[config.mk]
export PLATFORM = sky130hd
export DESIGN_NAME = brt_cell
export DESIGN_NICKNAME = d
export VERILOG_FILES = /design/src/rtl/brt_pkg.sv /design/src/rtl/brt_cell.sv
export SDC_FILE = /design/constraint.sdc
export NUM_CORES = 1
export LEC_CHECK = 0
export BUFFER_PORTS_ARGS = -buffer_cell sky130_fd_sc_hd__buf_4
export CORE_AREA = 5 5 226 228
export CTS_CLUSTER_SIZE = 20
export DETAILED_ROUTE_END_ITERATION = 12
export DIE_AREA = 0 0 231 233
export PLACE_DENSITY = 0.63
export SLEW_MARGIN = 5
export SYNTH_ARGS = -nofsm -noshare
export SYNTH_HDL_FRONTEND = slang
export SYNTH_SLANG_ARGS = --single-unit
[constraint.sdc]
create_clock -name i_clk -period 4.4 [get_ports i_clk]
set_input_delay 0.88 -clock i_clk [delete_from_list [all_inputs] [get_ports i_clk]]
set_output_delay 0.88 -clock i_clk [all_outputs]
set_load 0.02 [all_outputs]
[src/rtl/brt_pkg.sv]
`timescale 1ns / 1ps
// ----------------------------------------------------------------------------
// brt_pkg: shared types and constants of the best route table
// Request and response payloads, the token that walks the cell chain and
// the request type codes.
// ----------------------------------------------------------------------------
package brt_pkg;

    localparam logic REQ_UPDATE = 1'b0;
    localparam logic REQ_LOOKUP = 1'b1;

    localparam logic signed [15:0] C_HEALTH_FLOOR = -16'sd10000;

    typedef struct packed {
        logic                req_type;
        logic [31:0]         req_gateway;
        logic [31:0]         req_node;
        logic [63:0]         req_timestamp;
        logic signed [15:0]  req_health;
    } t_req;

    typedef struct packed {
        logic                path_found;
        logic [31:0]         best_gateway;
        logic [31:0]         best_node;
        logic [63:0]         best_timestamp;
        logic signed [15:0]  best_health;
        logic                insert_dropped;
    } t_rsp;

    typedef struct packed {
        logic                active;
        logic                req_type;
        logic [31:0]         gateway;
        logic [31:0]         node;
        logic [63:0]         timestamp;
        logic signed [15:0]  health;
        logic                done;
        logic                found;
        logic [31:0]         best_gateway;
        logic [31:0]         best_node;
        logic [63:0]         best_timestamp;
        logic signed [15:0]  best_health;
    } t_token;

endpackage

[src/rtl/brt_cell.sv]
`timescale 1ns / 1ps
// ----------------------------------------------------------------------------
// brt_cell: one route table slot
// Holds one path and passes the request token on to its neighbor, updating,
// inserting or competing for the best lookup result on the way.
// ----------------------------------------------------------------------------
module brt_cell (
    input  logic            i_clk,
    input  logic            i_rst_n,
    input  logic            i_en,
    input  brt_pkg::t_token i_tok,
    output brt_pkg::t_token o_tok
);

    logic               r_valid;
    logic [31:0]        r_gateway;
    logic [31:0]        r_node;
    logic [63:0]        r_timestamp;
    logic signed [15:0] r_health;
    brt_pkg::t_token    r_tok;
    brt_pkg::t_token    n_tok;

    logic w_match_node;
    logic w_hit;
    logic w_ins;
    logic w_better;

    assign w_match_node = r_valid && (r_node == i_tok.node);
    assign w_hit = i_tok.active && (i_tok.req_type == brt_pkg::REQ_UPDATE)
                   && w_match_node && (r_gateway == i_tok.gateway);
    assign w_ins = i_tok.active && (i_tok.req_type == brt_pkg::REQ_UPDATE)
                   && !r_valid && !i_tok.done;
    assign w_better = i_tok.active && (i_tok.req_type == brt_pkg::REQ_LOOKUP)
                      && w_match_node && (r_health >= i_tok.best_health);

    always_comb begin
        n_tok      = i_tok;
        n_tok.done = i_tok.done | w_hit | w_ins;
        if (w_better) begin
            n_tok.found          = 1'b1;
            n_tok.best_gateway   = r_gateway;
            n_tok.best_node      = r_node;
            n_tok.best_timestamp = r_timestamp;
            n_tok.best_health    = r_health;
        end
    end

    always_ff @(posedge i_clk) begin
        if (!i_rst_n) begin
            r_valid <= 1'b0;
            r_tok   <= '0;
        end else if (i_en) begin
            r_tok <= n_tok;
            if (w_ins) begin
                r_valid <= 1'b1;
            end
        end
    end

    always_ff @(posedge i_clk) begin
        if (i_en && (w_hit || w_ins)) begin
            r_timestamp <= i_tok.timestamp;
            r_health    <= i_tok.health;
        end
        if (i_en && w_ins) begin
            r_gateway <= i_tok.gateway;
            r_node    <= i_tok.node;
        end
    end

    assign o_tok = r_tok;

endmodule

==> results of run 1 <==
==> synth_stat cells, types with 22 or more instances <==
master,n
a31oi_1,145
buf_2,65
clkbuf_1,81
dfxtp_1,293
edfxtp_1,144
inv_1,22
mux2i_1,147
nand4_1,160
nor2_1,151
o21ai_0,146
o31ai_1,144
xnor2_1,53
==> worst max-delay path, cell delays in order <==
cell      delay (ns)
buf_4           0.09
inv_1           0.04
ha_1            0.31
a21oi_1         0.16
o21ai_0         0.11
a21o_1          0.28
o21bai_4        0.94
buf_12          0.41
nand4_1         0.16
a31oi_1         0.20
==> path summary, 6_finish.rpt <==
check / end / slack, ns
worst max-delay path: o_tok[55] / 1.17
worst min-delay path: r_timestamp[10] / 0.47
worst max register to register: o_tok[55] / 1.18
worst min register to register: o_tok[234] / 0.49
==> cells by family (layout without fill, tap and decap cells) <==
| kind of cell | after synthesis | in the layout | synth area share, % |
|---|---|---|---|
| AND/OR/NAND/NOR | 341 | 341 | 9.984 |
| flip-flops | 437 | 437 | 56.90 |
| adder cells (fa/ha/maj) | 16 | 16 | 1.118 |
| AO/OA/AOI/OAI | 455 | 455 | 16.04 |
| other | 0 | 2 | 0 |
| multiplexers | 147 | 147 | 8.217 |
| XOR/XNOR | 59 | 59 | 2.886 |
| buffers and inverters | 196 | 726 | 4.856 |
==> layer usage <==
metal / vias up / global-route usage [%] / wire length [um]
li1: 7248 / - / -
met1: 7689 / 30.31 / 27140
met2: 660 / 39.48 / 33040
met3: 119 / 5.674 / 5006
met4: 0 / 7.931 / 2270
met5: - / 0 / 0
==> power by group through the flow <==
stage,sequential (uW),clock (uW),combinational [uW]
after CTS,4500,4010,1430
after floorplan,4770,0,492
after detailed placement,4580,0,1430
after global placement,4580,0,1410
after global routing,4520,4200,1520
final,4500,3940,1430
==> sequential cells by signal, indices dropped and copies added, names as in the netlist <==
register and count:
r_node 32, o_tok 292, r_timestamp 64, r_gateway 32
r_valid 1, r_health 16
==> placed cells by master, fill, tap and decap left out, drive strengths merged <==
master	Yosys	layout
buf	93	615
dfxtp	293	293
nand4	161	161
nor2	151	151
mux2i	147	147
o21ai	147	147
a31oi	145	145
o31ai	144	144
edfxtp	144	144
clkbuf	81	69
xnor2	53	53
inv	22	25
ha	16	16
clkinv	0	13
a21oi	8	8
xor2	6	6
nand2	6	6
nor2b	5	5
nor3	3	3
a21o	3	3
clkinvlp	0	3
nor4	3	3
or4	3	3
diode	0	2
nand2b	2	2
o22ai	2	2
nor3b	2	2
nand3	2	2
a2111oi	2	2
and4	2	2
nor4b	1	1
o211ai	1	1
o21ba	1	1
o21bai	1	1
a41oi	1	1
bufinv	0	1
==> through the flow <==
stage | setup slack [ns] | hold WS, ns
2_1_floorplan | 0.2427 | 0.4648
3_3_place_gp | 0.7385 | 0.4749
3_5_place_dp | 0.7033 | 0.4822
4_1_cts | 1.274 | 0.4455
5_1_grt | 1.079 | 0.4480
6_report | 1.168 | 0.4742
==> final cells by class <==
cell class,count,area share [%]
clock inverters,20,0.5772
inverters,22,0.3504
repair buffers,615,19.77
clock buffers,69,5.736
multi-input cells,1018,28.37
flip-flops and latches,437,41.97
diodes,2,0.02061
well taps,622,3.206
==> flow_summary.json, run 1 <==
{
  "grt_max_degree": 200,
  "max-vdd-ir-drop_mv": 0.2798,
  "final_cell_area_sq_um": 24280,
  "p_seq_share_pct": 45.6,
  "finalSetupViolations": 0,
  "combPwrFrac_pct": 14.5,
  "cts_made_buffers": 48,
  "seqCellArea_sq_um": 10190,
  "core_sq_um": 48650,
  "finalHoldViolations": 0,
  "grt_util_all_layers_pct": 23.65,
  "cts_root_buf": "clkbuf_16",
  "r2r_cells": 8,
  "ys_warn_count": 0,
  "synthTopCellsByArea": "dfxtp_1 33%, edfxtp_1 24%, mux2i_1 8.2%, o31ai_1 6.0%, nand4_1 5.6%",
  "dp.final_hpwl_um": 47250,
  "end_kind": "register",
  "cts_max_level": 2,
  "outcome": "complete, no violations",
  "syn_to_final_growth_pct": 35.58,
  "first_pass_iters": 5,
  "syn-num-nets": 1962,
  "port_buffers": 586,
  "post_synth_instance_area_sq_um": 17910,
  "antenna_found_initial": 3,
  "switchingPower_uw": 2621,
  "drv_slew": 0,
  "crit_type": "input pin to register",
  "hold_depth": 1,
  "clock_latency_ns": 0.59,
  "r2r_start": "r_health[5]",
  "cts.clk_slew.worst_paths_ns": 0.06,
  "gr-total-overflow": 0,
  "rsz0062_at_grt": "false",
  "cp_data_required_time_ns": 4.89,
  "drive_gt1_share_pct": 32.23,
  "total_power_uw": 9867,
  "dp_cells": 2714,
  "maxSlewHeadroom_pct": 18.74,
  "yosysTopAreaCell": "dfxtp_1",
  "synth_edf_count": 144,
  "finalWeightedCongestion": 0.8554,
  "hold_start": "i_tok[172]",
  "min_period_over_period_pct": 73.46,
  "cts_buffer_depth": 3,
  "ys_ff_latch": 437,
  "clock-sinks": 437,
  "final_cell_count_no_fill": 2805,
  "drc": 0,
  "ant_nets": 0,
  "layout.nets": 2453,
  "vias": 15720,
  "ctsResizeCount": 0,
  "tns_ns": 0,
  "fin_worst_skew_ns": 0.02597,
  "synthCells": 1651,
  "min_path_type": "input pin to register",
  "grt_pass1_vias": 15510,
  "vias_per_cell": 5.603,
  "p_clk_share_pct": 39.9,
  "placed_area_sq_um": 22740,
  "syn_avg_cell_area_sq_um": 10.85,
  "start_util_pct": 36.81,
  "p_leak_uw": 0.009881,
  "num_io_pins": 587,
  "dieArea_sq_um": 53820,
  "hold_buffers": 0,
  "post-route-util_pct": 49.91,
  "synthArstFlopShare_pct": 0,
  "nFillCells": 4434,
  "die_x_um": 231,
  "swShare_pct": 26.56,
  "ys.flop_type": "dfxtp_1",
  "critical_path.max_fanout": 77,
  "startpoint_type": "input pin",
  "synth_top_cell_area_share_pct": 32.76,
  "routed_wl_um": 67460,
  "multi_input_area_sq_um": 6888,
  "worstPathArrival_ns": 3.72,
  "wl_per_cell_um": 24.05,
  "fmax_ghz": 0.3094,
  "max_cap_viol_count": 0,
  "grt_first_pass_wirelength_um": 99470,
  "p_per_area_nw_per_um2": 406.4,
  "rows": 81,
  "cts_tree": "done",
  "postCtsSetupRepairBufs": 0,
  "worst_slew_pin_slew_ns": 1.216,
  "drt_iter0_markers": 1299,
  "startpoint": "i_tok[5]",
  "intPower_uw": 7246,
  "fin_crit_ns": 3.232,
  "yosysSeqAreaShare_pct": 56.90,
  "ys_types": 41,
  "die_h_um": 233
}
Power figures use the tool's default switching activity.
==> inputs of run 2 (changes only) <==
==> constraint.sdc (replaced) <==
create_clock -name i_clk -period 3.1 [get_ports i_clk]
set_input_delay 0.62 -clock i_clk [delete_from_list [all_inputs] [get_ports i_clk]]
set_output_delay 0.62 -clock i_clk [all_outputs]
set_load 0.02 [all_outputs]
==> run 2 against run 1 <==
Critical path depth fell by 2; cell area rose by 2.0%; final cell count up 0.78%; critical endpoint is now o_tok[116]; largest cell class unchanged; highest routed layer unchanged.
==> flow_summary.json, run 2 (synthesis results as in run 1) <==
{
  "fmax_ghz": 0.3611,
  "final_cell_area_sq_um": 24750,
  "drive_gt1_share_pct": 32.91,
  "cts_max_level": 2,
  "port_buffers": 586,
  "die_h_um": 233,
  "cp_top_family": "compound AO/OA/AOI/OAI gates",
  "grt_max_degree": 206,
  "layout.nets": 2470,
  "reg2reg_to": "o_tok[116]",
  "hold_buffers": 0,
  "highest_layer": "met4",
  "fin_crit_ns": 2.769,
  "hold_depth": 1,
  "worstPathArrival_ns": 3.19,
  "rrSetupSlack_ns": 0.33,
  "wl_met1_um": 27460,
  "ctsResizeCount": 0,
  "first_pass_iters": 5,
  "cpPeakStageDelay_ns": 0.53,
  "largest_reg_flops": 292,
  "cts_buffer_depth": 3,
  "die_x_um": 231,
  "layout_common_cells": "606 x buf_4, 293 x dfxtp_1, 160 x nand4_1",
  "outcome": "complete, no violations",
  "rows": 81,
  "rsz0062_at_grt": "false",
  "vias_per_cell": 5.563,
  "finalSetupViolations": 0,
  "p_clk_share_pct": 42.4,
  "finalWeightedCongestion": 0.8874,
  "tns_ns": 0,
  "cp_data_required_time_ns": 3.52,
  "switchingPower_uw": 3797,
  "cts_made_buffers": 49,
  "placed_area_sq_um": 22990,
  "max_cap_viol_count": 0,
  "maxSlewHeadroom_pct": 24.58,
  "startpoint_type": "register",
  "drc": 0,
  "cts.clk_slew.worst_paths_ns": 0.06,
  "p_seq_share_pct": 43.5,
  "drt_iter0_markers": 1339,
  "vias": 15730,
  "core_sq_um": 48650,
  "dr_wl_met3_um": 4863,
  "ant_nets": 0,
  "grt_pass1_vias": 15260,
  "swShare_pct": 25.86,
  "finalHoldViolations": 0,
  "gr-total-overflow": 0,
  "combPwrFrac_pct": 14.1,
  "dp.final_hpwl_um": 48420,
  "num_io_pins": 587,
  "worst_slew_pin_slew_ns": 1.131,
  "layout_commonest_cell": "buf_4",
  "antenna_found_initial": 5,
  "r2r_start": "r_health[11]",
  "min_period_over_period_pct": 89.33,
  "p_leak_uw": 0.01011,
  "route.met2.wl_um": 33690,
  "clock-sinks": 437,
  "syn_to_final_growth_pct": 38.23,
  "min_path_type": "input pin to register",
  "crit_chain": "ha_1 > nand4_1 > or4_4 > a21oi_4 > nor4_4 > buf_12 > o31ai_1 > a31oi_1",
  "max-vdd-ir-drop_mv": 0.3927,
  "dieArea_sq_um": 53820,
  "hold_start": "i_tok[164]",
  "holdPathEnd": "r_timestamp[2]",
  "wl_per_cell_um": 24.07,
  "cts_root_buf": "clkbuf_16",
  "postCtsSetupRepairBufs": 0,
  "critical_path.max_fanout": 65,
  "crit_slowest_cell": "or4_4",
  "end_kind": "register",
  "intPower_uw": 10890,
  "fin_worst_skew_ns": 0.02216,
  "clock_latency_ns": 0.59,
  "routed_wl_um": 68040,
  "start_util_pct": 36.81,
  "nFillCells": 4370,
  "r2r_cells": 8,
  "drv_slew": 0,
  "cts_tree": "done",
  "grt_first_pass_wirelength_um": 99260,
  "crit_type": "register to register",
  "grt_util_all_layers_pct": 23.66,
  "path_buf_inv": 1,
  "p_per_area_nw_per_um2": 593.2
}
==> run 2: cell types whose count changed in the layout (fill, tap and decap cells not counted), moves of 4 or more <==
cell	previous run	this run
clkbuf_1	12	6
buf_12	14	24
clkinv_1	3	7
bufinv_16	1	6
buf_4	600	606
==> run 2: final cells by class <==
cell class                      instances  area, sq um  area share [%]
Sequential cell                       437        10190           41.16
Multi-Input combinational cell       1018         6888           27.83
Timing Repair Buffer                  631         5045           20.38
Clock buffer                           66         1445           5.838
Tap cell                              622        778.2           3.144
Clock inverter                         26        310.3           1.254
Inverter                               22        85.08          0.3437
Antenna cell                            5        12.51         0.05055
==> run 2: routing by layer <==
layer,track usage [%],vias up
met1,30.26,7667
li1,-,7296
met5,0,-
met2,40.02,655
met3,5.601,109
met4,7.077,0
==> run 2: per-stage QoR <==
step	setup WS (ns)	utilization (%)	power, uW	hold slack, ns	cells
2_1_floorplan	0.1907	-	7474	0.4648	1651
3_3_place_gp	0.01048	47.25	8549	0.4750	2730
3_5_place_dp	0.06694	47.25	8573	0.4820	2730
4_1_cts	0.3985	50.86	14810	0.1897	2822
5_1_grt	0.2655	50.88	15200	0.1953	2827
6_report	0.3308	50.88	14680	0.2268	2827
==> run 2: how the worst max path moves through the flow <==
stage               slack [ns]  depth (start not counted)               to         start
CTS                       0.40                          6  r_timestamp[42]  r_gateway[7]
global route              0.27                          8       o_tok[137]     r_node[1]
detailed placement        0.07                          9       o_tok[126]    i_tok[227]
global placement          0.01                          7  r_timestamp[17]    i_tok[281]
finish                    0.33                          8       o_tok[116]  r_health[11]
floorplan                 0.19                          5     r_gateway[0]          i_en
==> run 2: power groups by stage <==
stage	Clock, uW	Sequential (uW)	Combinational (uW)
after global routing	6590	6420	2200
after floorplan	0	6770	699
after global placement	0	6500	2050
after CTS	6350	6390	2070
final	6220	6390	2070
after detailed placement	0	6510	2070
==> run 2: worst register-to-register path: stages, from the launching register on <==
cell and delay, ns:
edfxtp_1 0.42, ha_1 0.35, nand4_1 0.14, or4_4 0.53, a21oi_4 0.23, nor4_4 0.10
buf_12 0.20, o31ai_1 0.50, a31oi_1 0.15
